[src/rgb_linear_fade_dimmer_top_macros.svh]
// ----------------------------------------------------------------------------
// Assertion macros for the RGB linear fade dimmer
// Clocked property wrappers used by the top module of this block.
// ----------------------------------------------------------------------------
`ifndef RGB_LINEAR_FADE_DIMMER_TOP_MACROS_SVH
`define RGB_LINEAR_FADE_DIMMER_TOP_MACROS_SVH

// Check a property on every rising edge outside reset
`define RLFD_ASSERT(lbl, prop, msg) \
    lbl: assert property (@(posedge i_clk) disable iff (!i_rst_n) prop) else $error(msg);

// Check a property on every rising edge, reset included
`define RLFD_ASSERT_ALWAYS(lbl, prop, msg) \
    lbl: assert property (@(posedge i_clk) prop) else $error(msg);

`endif

[src/rlfd_pkg.sv]
// ----------------------------------------------------------------------------
// RGB linear fade dimmer package
// Command codes, channel count and scaling constants.
// ----------------------------------------------------------------------------
`timescale 1ns / 1ps

package rlfd_pkg;

    // Command codes
    typedef logic [1:0] t_func;
    localparam t_func FUNC_TICK = 2'd0;
    localparam t_func FUNC_SET  = 2'd1;
    localparam t_func FUNC_FADE = 2'd2;

    typedef logic [7:0]  t_color;
    typedef logic [15:0] t_count;
    typedef logic [31:0] t_level;
    typedef logic [6:0]  t_bright;
    typedef logic [1:0]  t_ch;
    typedef logic [4:0]  t_divcnt;

    localparam int   NUM_CH  = 3;
    localparam t_ch  CH_LAST = 2'(NUM_CH - 1);
    localparam int   DIV_BITS = 32;

    localparam t_bright BRIGHT_MAX   = 7'd100;
    localparam t_bright BRIGHT_RESET = 7'd100;

    // Exact reciprocals for 32-bit unsigned division by 100 and by 10
    localparam logic [31:0] RECIP_100 = 32'h51EB_851F;
    localparam int          SHIFT_100 = 37;
    localparam logic [31:0] RECIP_10  = 32'hCCCC_CCCD;
    localparam int          SHIFT_10  = 35;

endpackage

[src/rlfd_ifs.sv]
// ----------------------------------------------------------------------------
// RGB linear fade dimmer channels
// Command and result valid/ready channels with their payload.
// ----------------------------------------------------------------------------
`timescale 1ns / 1ps

interface rlfd_cmd_if;
    import rlfd_pkg::*;

    logic   valid;
    logic   ready;
    t_func  func;
    t_color red;
    t_color green;
    t_color blue;
    t_count fade_steps;
    t_count step_delay;
    logic   dim_request;
    logic   skip_wait;

    modport source (
        output valid, func, red, green, blue, fade_steps, step_delay,
               dim_request, skip_wait,
        input  ready
    );
    modport sink (
        input  valid, func, red, green, blue, fade_steps, step_delay,
               dim_request, skip_wait,
        output ready
    );
endinterface

interface rlfd_res_if;
    import rlfd_pkg::*;

    logic   valid;
    logic   ready;
    t_color shown_red;
    t_color shown_green;
    t_color shown_blue;
    logic   level_changed;
    logic   fading;

    modport source (
        output valid, shown_red, shown_green, shown_blue, level_changed, fading,
        input  ready
    );
    modport sink (
        input  valid, shown_red, shown_green, shown_blue, level_changed, fading,
        output ready
    );
endinterface

[src/rgb_linear_fade_dimmer_top.sv]
// ----------------------------------------------------------------------------
// RGB linear fade dimmer
// Three-channel LED fader with a shared bit-serial divider for fade
// increments and a shared multiplier for brightness and dim scaling.
// ----------------------------------------------------------------------------
// Usage:
//   i_cmd carries one command per transaction: a one-millisecond tick, a set
//   colour, or a fade start (targets, step count, step delay). o_res returns
//   exactly one result per command: the shown colour after brightness and dim
//   scaling, a level-changed flag and the fading flag.
//   The user must write the brightness percent through i_brightness_we /
//   i_brightness only while idle; the block itself does not enforce it. A
//   tick, set or ignored command runs from acceptance to the result register
//   through decode, a step state per channel when a fade step is due, the
//   scaling states A to D (D only when dimmed) per channel, and push. A fade
//   start first runs a divider setup and, if it moves, a divide per channel.
//   One command is worked on at a time; i_cmd.ready is high only when the
//   sequencer is idle, so a new command is taken only after the last is
//   pushed. The result register lets the next command enter while the
//   previous result still waits on o_res. Reset (synchronous, active low)
//   clears all levels, targets, increments, counters, the dim, fade, last,
//   changed and result-valid flags, and sets brightness to 100. While o_res
//   stalls, the finished result holds; a later result waits in the sequencer.
// ----------------------------------------------------------------------------
`timescale 1ns / 1ps

module rgb_linear_fade_dimmer_top #(
    parameter int FRACTION_BITS = 24
) (
    input  logic               i_clk,
    input  logic               i_rst_n,
    input  logic               i_brightness_we,
    input  rlfd_pkg::t_bright  i_brightness,
    rlfd_cmd_if.sink           i_cmd,
    rlfd_res_if.source         o_res
);
    import rlfd_pkg::*;

    `include "rgb_linear_fade_dimmer_top_macros.svh"

    // Sequencer states
    localparam logic [3:0] ST_IDLE     = 4'd0;
    localparam logic [3:0] ST_DECODE   = 4'd1;
    localparam logic [3:0] ST_STEP     = 4'd2;
    localparam logic [3:0] ST_DV_SETUP = 4'd3;
    localparam logic [3:0] ST_DV_RUN   = 4'd4;
    localparam logic [3:0] ST_DV_DONE  = 4'd5;
    localparam logic [3:0] ST_SH_A     = 4'd6;
    localparam logic [3:0] ST_SH_B     = 4'd7;
    localparam logic [3:0] ST_SH_C     = 4'd8;
    localparam logic [3:0] ST_SH_D     = 4'd9;
    localparam logic [3:0] ST_PUSH     = 4'd10;

    logic [3:0] r_state;
    logic [3:0] n_state;

    // Latched command
    t_func  r_func;
    t_color r_col [NUM_CH];
    t_count r_steps;
    t_count r_delay;
    logic   r_dimreq;
    logic   r_skip;

    // Fader state
    t_level r_level [NUM_CH];
    t_level r_target [NUM_CH];
    t_level r_inc [NUM_CH];
    t_count r_steps_left;
    t_count r_wait;
    t_count r_delay_set;
    logic   r_dim;
    logic   r_fade;
    t_bright r_bright;

    // Work registers
    t_ch     r_ch;
    logic    r_last;
    logic    r_changed;
    t_level  r_quo;
    t_count  r_rem;
    logic    r_up;
    t_divcnt r_cnt;
    logic [63:0] r_prod;
    t_color  r_shown [NUM_CH];

    // Result register
    logic   r_out_valid;
    t_color r_out_col [NUM_CH];
    logic   r_out_changed;
    logic   r_out_fading;

    logic   w_accept;
    logic   w_push;
    logic   w_stalled;
    logic   w_div_last;
    t_count w_wait_next;
    t_level w_tgt;
    t_level w_lvl;
    t_level w_step_lvl;
    logic   w_step_chg;
    logic [16:0] w_rem_sh;
    logic [16:0] w_rem_sub;
    logic   w_ge;
    t_bright w_bright;
    t_level w_mul_a;
    t_level w_mul_b;
    logic [63:0] w_prod;
    t_level w_scaled;
    t_color w_disp;
    logic   w_nz;
    t_color w_shown;

    assign w_accept    = i_cmd.valid && i_cmd.ready;
    assign i_cmd.ready = (r_state == ST_IDLE);
    assign w_push      = (r_state == ST_PUSH) && (!r_out_valid || o_res.ready);
    assign w_stalled   = (r_state == ST_PUSH) && r_out_valid && !o_res.ready;

    // Channel operands
    assign w_lvl = r_level[r_ch];
    assign w_tgt = 32'(r_col[r_ch]) << FRACTION_BITS;

    // Tick delay countdown
    assign w_wait_next = r_skip ? '0 : ((r_wait != '0) ? r_wait - 16'd1 : '0);

    // Shared adder for one fade step
    assign w_step_lvl = r_last ? r_target[r_ch] : w_lvl + r_inc[r_ch];
    assign w_step_chg = (w_step_lvl >> FRACTION_BITS) != (w_lvl >> FRACTION_BITS);

    // Restoring divider iteration
    assign w_rem_sh   = {r_rem, r_quo[DIV_BITS-1]};
    assign w_rem_sub  = w_rem_sh - {1'b0, r_steps};
    assign w_ge       = (w_rem_sh >= {1'b0, r_steps});
    assign w_div_last = (r_state == ST_DV_RUN) && (r_cnt == 5'(DIV_BITS - 1));

    // Shared multiplier operands
    assign w_bright = (r_bright > BRIGHT_MAX) ? BRIGHT_MAX : r_bright;

    always_comb begin
        unique case (r_state)
            ST_SH_A: begin
                w_mul_a = w_lvl;
                w_mul_b = RECIP_100;
            end
            ST_SH_B: begin
                w_mul_a = 32'(r_prod[63:SHIFT_100]);
                w_mul_b = 32'(w_bright);
            end
            ST_SH_C: begin
                w_mul_a = r_prod[31:0];
                w_mul_b = RECIP_10;
            end
            default: begin
                w_mul_a = '0;
                w_mul_b = '0;
            end
        endcase
    end

    assign w_prod = 64'(w_mul_a) * 64'(w_mul_b);

    // Final display value for the current channel
    assign w_scaled = (r_state == ST_SH_D) ? {1'b0, r_prod[63:SHIFT_10], 2'b00}
                                           : r_prod[31:0];
    assign w_disp   = w_scaled[FRACTION_BITS +: 8];
    assign w_nz     = (w_lvl >> FRACTION_BITS) != '0;
    assign w_shown  = (w_disp == '0 && w_nz) ? 8'd1 : w_disp;

    // Next-state logic
    always_comb begin
        n_state = r_state;
        unique case (r_state)
            ST_IDLE: begin
                if (w_accept) begin
                    n_state = ST_DECODE;
                end
            end
            ST_DECODE: begin
                unique case (r_func)
                    FUNC_TICK: begin
                        if (r_steps_left != '0 && w_wait_next == '0) begin
                            n_state = ST_STEP;
                        end else begin
                            n_state = ST_SH_A;
                        end
                    end
                    FUNC_FADE: n_state = ST_DV_SETUP;
                    default:   n_state = ST_SH_A;
                endcase
            end
            ST_STEP: begin
                if (r_ch == CH_LAST) begin
                    n_state = ST_SH_A;
                end
            end
            ST_DV_SETUP: begin
                if (r_steps != '0 && w_lvl != w_tgt) begin
                    n_state = ST_DV_RUN;
                end else if (r_ch == CH_LAST) begin
                    n_state = ST_SH_A;
                end
            end
            ST_DV_RUN: begin
                if (w_div_last) begin
                    n_state = ST_DV_DONE;
                end
            end
            ST_DV_DONE: begin
                n_state = (r_ch == CH_LAST) ? ST_SH_A : ST_DV_SETUP;
            end
            ST_SH_A: n_state = ST_SH_B;
            ST_SH_B: n_state = ST_SH_C;
            ST_SH_C: begin
                if (r_dim) begin
                    n_state = ST_SH_D;
                end else if (r_ch == CH_LAST) begin
                    n_state = ST_PUSH;
                end else begin
                    n_state = ST_SH_A;
                end
            end
            ST_SH_D: n_state = (r_ch == CH_LAST) ? ST_PUSH : ST_SH_A;
            ST_PUSH: begin
                if (w_push) begin
                    n_state = ST_IDLE;
                end
            end
            default: n_state = ST_IDLE;
        endcase
    end

    // Sequencer and fader state
    always_ff @(posedge i_clk) begin
        if (!i_rst_n) begin
            r_state      <= ST_IDLE;
            r_steps_left <= '0;
            r_wait       <= '0;
            r_delay_set  <= '0;
            r_dim        <= 1'b0;
            r_fade       <= 1'b0;
            r_bright     <= BRIGHT_RESET;
            r_ch         <= '0;
            r_last       <= 1'b0;
            r_changed    <= 1'b0;
            r_cnt        <= '0;
            for (int i = 0; i < NUM_CH; i++) begin
                r_level[i]  <= '0;
                r_target[i] <= '0;
                r_inc[i]    <= '0;
            end
        end else begin
            r_state <= n_state;

            // Take configuration writes at any time
            if (i_brightness_we) begin
                r_bright <= i_brightness;
            end

            unique case (r_state)
                ST_IDLE: begin
                    r_ch <= '0;
                end
                ST_DECODE: begin
                    r_changed <= 1'b0;
                    unique case (r_func)
                        FUNC_TICK: begin
                            if (r_steps_left != '0) begin
                                if (w_wait_next == '0) begin
                                    r_last       <= (r_steps_left == 16'd1);
                                    r_steps_left <= r_steps_left - 16'd1;
                                    r_wait       <= r_delay_set;
                                end else begin
                                    r_wait <= w_wait_next;
                                end
                            end
                        end
                        FUNC_SET: begin
                            for (int i = 0; i < NUM_CH; i++) begin
                                r_level[i]  <= 32'(r_col[i]) << FRACTION_BITS;
                                r_target[i] <= 32'(r_col[i]) << FRACTION_BITS;
                                r_inc[i]    <= '0;
                            end
                            r_dim        <= r_dimreq;
                            r_fade       <= 1'b0;
                            r_steps_left <= '0;
                        end
                        FUNC_FADE: begin
                            r_steps_left <= r_steps;
                            r_delay_set  <= r_delay;
                            r_fade       <= 1'b1;
                            r_dim        <= 1'b0;
                            r_wait       <= '0;
                        end
                        default: begin
                        end
                    endcase
                end
                ST_STEP: begin
                    r_level[r_ch] <= w_step_lvl;
                    if (w_step_chg) begin
                        r_changed <= 1'b1;
                    end
                    r_ch <= (r_ch == CH_LAST) ? '0 : r_ch + 2'd1;
                end
                ST_DV_SETUP: begin
                    r_target[r_ch] <= w_tgt;
                    r_cnt          <= '0;
                    if (r_steps != '0 && w_lvl != w_tgt) begin
                        r_up <= (w_tgt > w_lvl);
                        r_quo <= (w_tgt > w_lvl) ? w_tgt - w_lvl : w_lvl - w_tgt;
                        r_rem <= '0;
                    end else begin
                        r_inc[r_ch] <= '0;
                        r_ch <= (r_ch == CH_LAST) ? '0 : r_ch + 2'd1;
                    end
                end
                ST_DV_RUN: begin
                    r_rem <= w_ge ? w_rem_sub[15:0] : w_rem_sh[15:0];
                    r_quo <= {r_quo[DIV_BITS-2:0], w_ge};
                    r_cnt <= r_cnt + 5'd1;
                end
                ST_DV_DONE: begin
                    r_inc[r_ch] <= r_up ? r_quo : ~r_quo;
                    r_ch <= (r_ch == CH_LAST) ? '0 : r_ch + 2'd1;
                end
                ST_SH_A, ST_SH_B: begin
                    r_prod <= w_prod;
                end
                ST_SH_C: begin
                    if (r_dim) begin
                        r_prod <= w_prod;
                    end else begin
                        r_shown[r_ch] <= w_shown;
                        r_ch <= (r_ch == CH_LAST) ? '0 : r_ch + 2'd1;
                    end
                end
                ST_SH_D: begin
                    r_shown[r_ch] <= w_shown;
                    r_ch <= (r_ch == CH_LAST) ? '0 : r_ch + 2'd1;
                end
                default: begin
                end
            endcase
        end
    end

    // Capture the command payload
    always_ff @(posedge i_clk) begin
        if (w_accept) begin
            r_func    <= i_cmd.func;
            r_col[0]  <= i_cmd.red;
            r_col[1]  <= i_cmd.green;
            r_col[2]  <= i_cmd.blue;
            r_steps   <= i_cmd.fade_steps;
            r_delay   <= i_cmd.step_delay;
            r_dimreq  <= i_cmd.dim_request;
            r_skip    <= i_cmd.skip_wait;
        end
    end

    // Result register: hold until taken, load when free or drained
    always_ff @(posedge i_clk) begin
        if (!i_rst_n) begin
            r_out_valid <= 1'b0;
        end else if (w_push) begin
            r_out_valid <= 1'b1;
        end else if (o_res.ready) begin
            r_out_valid <= 1'b0;
        end
    end

    always_ff @(posedge i_clk) begin
        if (w_push) begin
            for (int i = 0; i < NUM_CH; i++) begin
                r_out_col[i] <= r_shown[i];
            end
            r_out_changed <= r_changed;
            r_out_fading  <= r_fade && (r_steps_left != '0);
        end
    end

    assign o_res.valid         = r_out_valid;
    assign o_res.shown_red     = r_out_col[0];
    assign o_res.shown_green   = r_out_col[1];
    assign o_res.shown_blue    = r_out_col[2];
    assign o_res.level_changed = r_out_changed;
    assign o_res.fading        = r_out_fading;

    // Assertions
    `RLFD_ASSERT(a_busy_after_accept, w_accept |=> !i_cmd.ready, "ready after accept")
    `RLFD_ASSERT(a_div_ends, w_div_last |=> (r_state == ST_DV_DONE), "divider overrun")
    `RLFD_ASSERT(a_push_waits, w_stalled |=> (r_state == ST_PUSH && r_out_valid), "lost result")
    `RLFD_ASSERT(a_changed_tick, (w_push && r_changed) |-> (r_func == FUNC_TICK), "bad change")

endmodule
[src/flat_wrapper.sv]
// flat-port wrapper written by rule: the top's interface ports become plain ports
module rgb_linear_fade_dimmer_top_flat import rlfd_pkg::*;
#(
    parameter int FRACTION_BITS = 24
)
  (i_clk, i_rst_n, i_brightness_we, i_brightness, i_cmd_valid, i_cmd_func, i_cmd_red, i_cmd_green, i_cmd_blue, i_cmd_fade_steps, i_cmd_step_delay, i_cmd_dim_request, i_cmd_skip_wait, i_cmd_ready, o_res_valid, o_res_shown_red, o_res_shown_green, o_res_shown_blue, o_res_level_changed, o_res_fading, o_res_ready);
  rlfd_cmd_if i_cmd_i ();
  rlfd_res_if o_res_i ();
  input  logic i_clk;
  input  logic i_rst_n;
  input  logic i_brightness_we;
  input  rlfd_pkg::t_bright i_brightness;
  input wire logic [$bits(i_cmd_i.valid)-1:0] i_cmd_valid;
  input wire logic [$bits(i_cmd_i.func)-1:0] i_cmd_func;
  input wire logic [$bits(i_cmd_i.red)-1:0] i_cmd_red;
  input wire logic [$bits(i_cmd_i.green)-1:0] i_cmd_green;
  input wire logic [$bits(i_cmd_i.blue)-1:0] i_cmd_blue;
  input wire logic [$bits(i_cmd_i.fade_steps)-1:0] i_cmd_fade_steps;
  input wire logic [$bits(i_cmd_i.step_delay)-1:0] i_cmd_step_delay;
  input wire logic [$bits(i_cmd_i.dim_request)-1:0] i_cmd_dim_request;
  input wire logic [$bits(i_cmd_i.skip_wait)-1:0] i_cmd_skip_wait;
  output wire logic [$bits(i_cmd_i.ready)-1:0] i_cmd_ready;
  output wire logic [$bits(o_res_i.valid)-1:0] o_res_valid;
  output wire logic [$bits(o_res_i.shown_red)-1:0] o_res_shown_red;
  output wire logic [$bits(o_res_i.shown_green)-1:0] o_res_shown_green;
  output wire logic [$bits(o_res_i.shown_blue)-1:0] o_res_shown_blue;
  output wire logic [$bits(o_res_i.level_changed)-1:0] o_res_level_changed;
  output wire logic [$bits(o_res_i.fading)-1:0] o_res_fading;
  input wire logic [$bits(o_res_i.ready)-1:0] o_res_ready;
  assign i_cmd_i.valid = i_cmd_valid;
  assign i_cmd_i.func = i_cmd_func;
  assign i_cmd_i.red = i_cmd_red;
  assign i_cmd_i.green = i_cmd_green;
  assign i_cmd_i.blue = i_cmd_blue;
  assign i_cmd_i.fade_steps = i_cmd_fade_steps;
  assign i_cmd_i.step_delay = i_cmd_step_delay;
  assign i_cmd_i.dim_request = i_cmd_dim_request;
  assign i_cmd_i.skip_wait = i_cmd_skip_wait;
  assign i_cmd_ready = i_cmd_i.ready;
  assign o_res_valid = o_res_i.valid;
  assign o_res_shown_red = o_res_i.shown_red;
  assign o_res_shown_green = o_res_i.shown_green;
  assign o_res_shown_blue = o_res_i.shown_blue;
  assign o_res_level_changed = o_res_i.level_changed;
  assign o_res_fading = o_res_i.fading;
  assign o_res_i.ready = o_res_ready;
  rgb_linear_fade_dimmer_top #(.FRACTION_BITS(FRACTION_BITS)) u_core (.i_clk(i_clk), .i_rst_n(i_rst_n), .i_brightness_we(i_brightness_we), .i_brightness(i_brightness), .i_cmd(i_cmd_i), .o_res(o_res_i));
endmodule
[config.mk]
export PLATFORM = sky130hd
export DESIGN_NAME = rgb_linear_fade_dimmer_top_flat
export DESIGN_NICKNAME = d
export VERILOG_FILES = /design/src/rlfd_pkg.sv /design/src/rlfd_ifs.sv /design/src/rgb_linear_fade_dimmer_top.sv /design/src/flat_wrapper.sv
export VERILOG_INCLUDE_DIRS = /design/src /design/src/src
export SDC_FILE = /design/constraint.sdc
export NUM_CORES = 2
export LEC_CHECK = 0
export BUFFER_PORTS_ARGS = -buffer_cell sky130_fd_sc_hd__clkbuf_2
export CORE_MARGIN = 4
export CORE_UTILIZATION = 60
export CTS_CLUSTER_SIZE = 30
export DETAILED_ROUTE_END_ITERATION = 8
export PLACE_DENSITY_LB_ADDON = 0.12
export SLEW_MARGIN = 20
export SYNTH_ARGS = -nofsm -noshare
export SYNTH_HDL_FRONTEND = slang
export SYNTH_SLANG_ARGS = --single-unit
export TNS_END_PERCENT = 20
[constraint.sdc]
create_clock -name i_clk -period 13 [get_ports i_clk]
set_input_delay 1.3 -clock i_clk [delete_from_list [all_inputs] [get_ports i_clk]]
set_output_delay 1.3 -clock i_clk [all_outputs]
set_load 0.02 [all_outputs]
---- After elaboration in Yosys (flattened, before gate mapping) ----
Memory sizes are Yosys's and may differ from the RTL's. A register that Yosys moved wholly into a read port is not among the register bits.
Cells that the tools add are included.
operators by class
  add/sub/neg operators ................... 8
  multiply operators ...................... 1
  divide/modulo/power cells ............... 0
  $lt $le $gt $ge ......................... 3
  eq/ne operators ......................... 27
  shift-type cells ........................ 0
  muxes and demuxes ....................... 102
  bitwise gates (word level) .............. 12
  reductions and logical operators ........ 41
operators with widths
  kind                                                                  number
  32-bit two-way mux                                                    14
  32-bit one-hot mux with 3 select lines                                2
  16-bit two-way mux                                                    8
  64-bit one-hot mux with 2 select lines                                1
  32-bit by 32-bit multiplier with 64-bit output                        1
  64-bit two-way mux                                                    1
  16-bit one-hot mux with 2 select lines                                2
  32-bit one-hot mux with 2 select lines                                1
  32-bit OR reduction                                                   2
  32-bit subtractor                                                     2
  8-bit two-way mux                                                     6
  16-bit one-hot mux with 3 select lines                                1
  16-bit nonzero test                                                   3
  4-bit one-hot mux with 11 select lines                                1
  1-bit two-way mux                                                     35
  32-bit adder                                                          1
  32-bit greater-than comparator                                        1
  32-bit != test                                                        1
  32-bit inverter                                                       1
  32-bit nonzero test                                                   1
  16-bit by 1-bit subtractor with 16-bit output, second input constant  2
  2-bit two-way mux                                                     14
  4-bit two-way mux                                                     7
  3-bit AND reduction                                                   6
  other kinds (38)                                                      80
word-level totals
  register bits after elaboration ......... 222
  latch bits .............................. 0
  memory bits (writable) .................. 288
  bits in read-only memories .............. 0
  input port bits ......................... 72
  output and inout bits ................... 28
  word-level logic and storage cells ...... 223
  memories kept ........................... 6
memory list
  name              words  bits a word  rd ports  clocked after Yosys merged registers in  write ports  line                              text
  u_core.r_inc      3      32           1         1                                        3            rgb_linear_fade_dimmer_top.sv:68  t_level r_inc [NUM_CH];
  u_core.r_level    3      32           1         1                                        3            rgb_linear_fade_dimmer_top.sv:66  t_level r_level [NUM_CH];
  u_core.r_col      3      8            4         1                                        3            rgb_linear_fade_dimmer_top.sv:59  t_color r_col [NUM_CH];
  u_core.r_out_col  3      8            3         0                                        3            rgb_linear_fade_dimmer_top.sv:89  t_color r_out_col [NUM_CH];
  u_core.r_shown    3      8            3         0                                        1            rgb_linear_fade_dimmer_top.sv:85  t_color r_shown [NUM_CH];
  u_core.r_target   3      8            1         1                                        3            rgb_linear_fade_dimmer_top.sv:67  t_level r_target [NUM_CH];

---- Logic depth before layout (Yosys ltp) ----
  depth in word-level cells ............... 9
  mapped depth ............................ 37
  mapped depth without buffers ............ 34

---- Worst setup path after synthesis ----
No wires, ideal clock.
  path type ............................... register to register
  start point ............................. register (tool-made name)
  end point ............................... register u_core.r_prod[56] (data pin)
  library setup time ...................... 0.265 ns
  arrival ................................. 9.083 ns
  required time ........................... 12.735 ns
  path slack .............................. 3.652 ns
  cell stages (with the launch flop) ...... 32
  path buffers ............................ 6
  period minus slack after synthesis ...... 9.348 ns
  path through ............................ dfxtp_1 > clkbuf_1 > buf_2 > buf_1 > buf_2 > buf_1 > mux4_2 > nand2_1 > nand2_1 > a21oi_1 > nor2_1 > fa_1 > inv_1 > fa_1 > fa_1 > fa_1 > inv_1 > fa_1 > fa_1 > fa_1 > fa_1 > ha_1 > clkbuf_1 > nand4_1 > or2_2 > a211o_1 > a31o_2 > a2111oi_0 > a41oi_1 > a21o_1 > o21ai_0 > xor2_1
RTL lines
  what                  line                               text
  to (signal assigned)  rgb_linear_fade_dimmer_top.sv:327  r_prod <= w_prod;
  to (signal assigned)  rgb_linear_fade_dimmer_top.sv:331  r_prod <= w_prod;
  to (decl)             rgb_linear_fade_dimmer_top.sv:84   logic [63:0] r_prod;

==> out/summary.log <==
[grt] via count of the first global-routing pass 39800
[sta] fraction of the cycle the final worst path needs 0.802
[placed_design] Port Buffers 99
[layout] layout cells sized above 1 0.0718
[clock_tree] worst-skew pair later-pin latency 700 ps
[clock_tree] number of setup buffers added after CTS 0
[drt] post-detailed-routing wire length 156000 um
[synthesis] area of the mapped netlist 54500 um^2
[clock_tree] maximum buffer depth of the clock tree 3
[drt] Detail Route Antenna Nets 0
[synthesis] number of enable flip-flop cells after synthesis 506
[grt] initial antenna violation count 5
[setup_path] crit-path most repeated cell fa_1
[synthesis] Yosys warning count 0
[die] top-level I/O count 100
[setup_path] launching element type of the critical path flop
[sta] Layout Skew 44.1 ps
[grt] largest net degree at the start of global routing 71
[setup_path] Crit Path Max Fanout 32
[outcome] run status complete, no violations
[setup_path] Worst Setup EP u_core.r_prod[59]
[sta] final critical-path required period 10420 ps
[sta] Max transition margin 0.291
[setup_path] worst path arrival time 10830 ps
[clock_tree] Resized Gates After CTS 0
[placed_design] placed wire-length estimate 125000 um
[sta] total negative slack 0 ps
[die] overall die area 95700 um^2
[setup_path] buffers and inverters on the worst path 2
[setup_path] flop-to-flop setup slack 2580 ps
[synthesis] sequential cell area fraction in the yosys report 0.306
[layout] final non-filler cell total 6469
[die] effective utilization at floorplan 0.606
[power] power per unit of standard cell area 138 nW/um^2
[layout] post-route cell area 58400 um^2
[job] max-capacitance violation count 0
[synthesis] top_reg_cell synth edfxtp_1
[synthesis] synthesized area per cell 10.5 um^2
[clock_tree] cts hold-fix bufs 0
[synthesis] FF+latch count, synth 579
[sta] # setup viols final 0
[synthesis] proportion of register bits with asynchronous set or reset after synthesis 0
[die] row count 110
[grt] total congestion overflow 0
[sta] slew at the pin closest to its max-slew limit 1060 ps
[synthesis] number of standard cells after synthesis 5173
[clock_tree] clock tree from TritonCTS built
[sta] RSZ-0062 raised after global routing no
[drt] total iterations of the first detailed-routing run 8
[drt] average routed wire per standard cell 24.1 um
[placed_design] final estimated routing congestion in global placement 1.03
[drt] drt via density 5.90
[layout] area added between synthesis and finish 7.10%
[setup_path] data required time at the worst endpoint 13410 ps
[hold_path] path category of the worst min-delay check reg2reg
[layout] fin nets 6492
[clock_tree] post-CTS clock slew at the launch and capture registers of the worst setup and hold paths 60 ps
[power] leakage power figure 28.4 nW
[setup_path] cell count of the worst reg-to-reg path 26
[setup_path] Max stage delay on crit path 870 ps
[placed_design] # placed instances 6350
[sta] number of hold-slack violations in the final timing report 0
[drt] DRC violations left 0
[grt] overall routing resource usage 0.338
[grt] global-route wire length before repair 241000 um
[drt] Initial DRC Count 3798
[clock_tree] CTS Buf Count 61
[clock_tree] cell at the root of the clock tree clkbuf_16
[clock_tree] CTS H-tree depth 2
[setup_path] kind of capture point of the worst setup path flop
[clock_tree] # clock sinks 579
[setup_path] category of the critical setup timing path reg2reg
[drt] via count 38200
[die] Die Span X 309 um
[die] area of the placeable core 90000 um^2
[setup_path] end of the worst register-to-register path u_core.r_prod[59]
[setup_path] depth of the critical timing path with buffers and inverters included 26
[power] worst voltage drop across the vdd grid 0.132 mV
[setup_path] CP max-delay cell a21oi_1
[die] Die Height 309 um
[sta] maximum clock frequency 95.9 MHz
[setup_path] Worst path top cell family by delay adder cells
[placed_design] instance area after placement 56300 um^2
[synthesis] Yosys cell types 86
[sta] pins over their slew limit 0
[per-layer routing]
layer | GRT usage | wire length [um] | vias up
li1 | - | - | 17000
met4 | 0.136 | 7390 | 2
met1 | 0.469 | 63500 | 19100
met2 | 0.532 | 71200 | 1707
met3 | 0.0662 | 13900 | 347
met5 | 0 | 12 | -
[layout make-up]
type	count	area, um^2
timing repair buffer	142	818
clock buffer	78	1620
clock inverter	38	399
antenna	3	7.51
multi-input combinational	3384	33400
sequential	579	16700
fill	7322	31600
inverter	1069	4010
tap	1176	1470
[worst reg2reg max path, delay by kind of cell, from the launching register on]
family | cells | cell delay, ps
adders and majority gates | 9 | 4360
buffers and inverters | 2 | 120
AOI/OAI and AO/OA | 7 | 2570
xor gates and xnor gates | 1 | 120
and+or+nand+nor | 6 | 1440
muxes | 1 | 760
DFF | 1 | 790
[synth_stat cells (10+ instances only)]
library cell  number  area, um^2
or3_1             10        62.6
o21ai_1           22         110
o211ai_1          15         113
o21bai_1          13        97.6
nand3_1           49         245
nor3_1            55         275
o21ai_0          166         831
nor2b_1           19         119
a21oi_1          216        1080
nand2b_1          69         432
and2_1            21         131
buf_1             15        56.3
xnor2_1          114         998
fa_1             709       14200
clkbuf_1         116         435
mux2i_1           27         270
nand4_1           23         144
inv_1           1068        4010
mux4_2            72        1620
a22oi_1           11        82.6
or2_2             23         144
nor2_1           456        1710
a31oi_1           14        87.6
dfxtp_1           73        1460
and3_1            26         163
edfxtp_1         506       15200
a211oi_1          19         143
a21o_1            82         616
nor4_1            23         144
ha_1             474        5930
o31ai_1           19         143
nand2_1          439        1650
o21a_1            11        82.6
xor2_1            56         490
[worst min-delay path by stage]
stage,start,end,depth (start not counted)
floorplan,u_core.r_shown[0][0],u_core.r_out_col[0][0],0
global placement,u_core.r_shown[0][6],u_core.r_out_col[0][6],0
detailed placement,u_core.r_shown[0][4],u_core.r_out_col[0][4],0
CTS,u_core.r_shown[2][4],u_core.r_out_col[0][20],0
global route,u_core.r_shown[1][3],u_core.r_out_col[0][11],0
finish,u_core.r_shown[2][4],u_core.r_out_col[0][20],0
[stage by stage]
step | hold slack [ps] | setup slack (ps) | power [mW] | utilization
after global routing | 423 | 2020 | 8.54 | 0.648
after detailed placement | 405 | 2700 | 6.24 | 0.626
after CTS | 415 | 2660 | 8.03 | 0.648
after global placement | 400 | 2620 | 6.20 | 0.626
after floorplan | 400 | 3650 | 5.18 | -
final | 417 | 2580 | 8.03 | 0.648
[cell usage in the layout (no fill, tap or decap), types with 67 or more instances in the layout]
| master | Yosys | final |
|---|---|---|
| a21o_1 | 82 | 82 |
| a21oi_1 | 216 | 216 |
| clkbuf_2 | 0 | 99 |
| dfxtp_1 | 73 | 71 |
| edfxtp_1 | 506 | 506 |
| fa_1 | 709 | 709 |
| ha_1 | 474 | 474 |
| inv_1 | 1068 | 1067 |
| mux4_2 | 72 | 72 |
| nand2_1 | 439 | 439 |
| nand2b_1 | 69 | 67 |
| nor2_1 | 456 | 453 |
| o21ai_0 | 166 | 163 |
| xnor2_1 | 114 | 114 |
[state kept, by name, summed over array words and instances, names as in the netlist, 4 cells and up, named ones only]
name and cells:
u_core.r_steps_left 16, u_core.r_quo 32, u_core.r_state 4, u_core.r_rem 16, u_core.r_out_col 24, u_core.r_delay 16, u_core.r_prod 59, u_core.r_shown 24
u_core.r_steps 16, u_core.r_col 24, u_core.r_inc 128, u_core.r_bright 7, u_core.r_delay_set 16, u_core.r_target 32, u_core.r_cnt 5, u_core.r_level 128
u_core.r_wait 16
[report_power, final]
group,internal [mW],switching (mW)
Sequential,2.41,0.176
Combinational,1.33,2.36
Clock,0.988,0.772
[cell families after synthesis]
logic type / after synthesis / share of synthesized area
other: 1 / 0.0000688
flip-flops: 579 / 0.306
AND/OR/NAND/NOR: 1249 / 0.102
AO/OA/AOI/OAI: 672 / 0.0758
buffers and inverters: 1214 / 0.0843
XOR/XNOR: 170 / 0.0273
adder cells (fa/ha/maj): 1183 / 0.369
multiplexers: 105 / 0.0359
No activity file was read; power rests on OpenSTA's default activity.
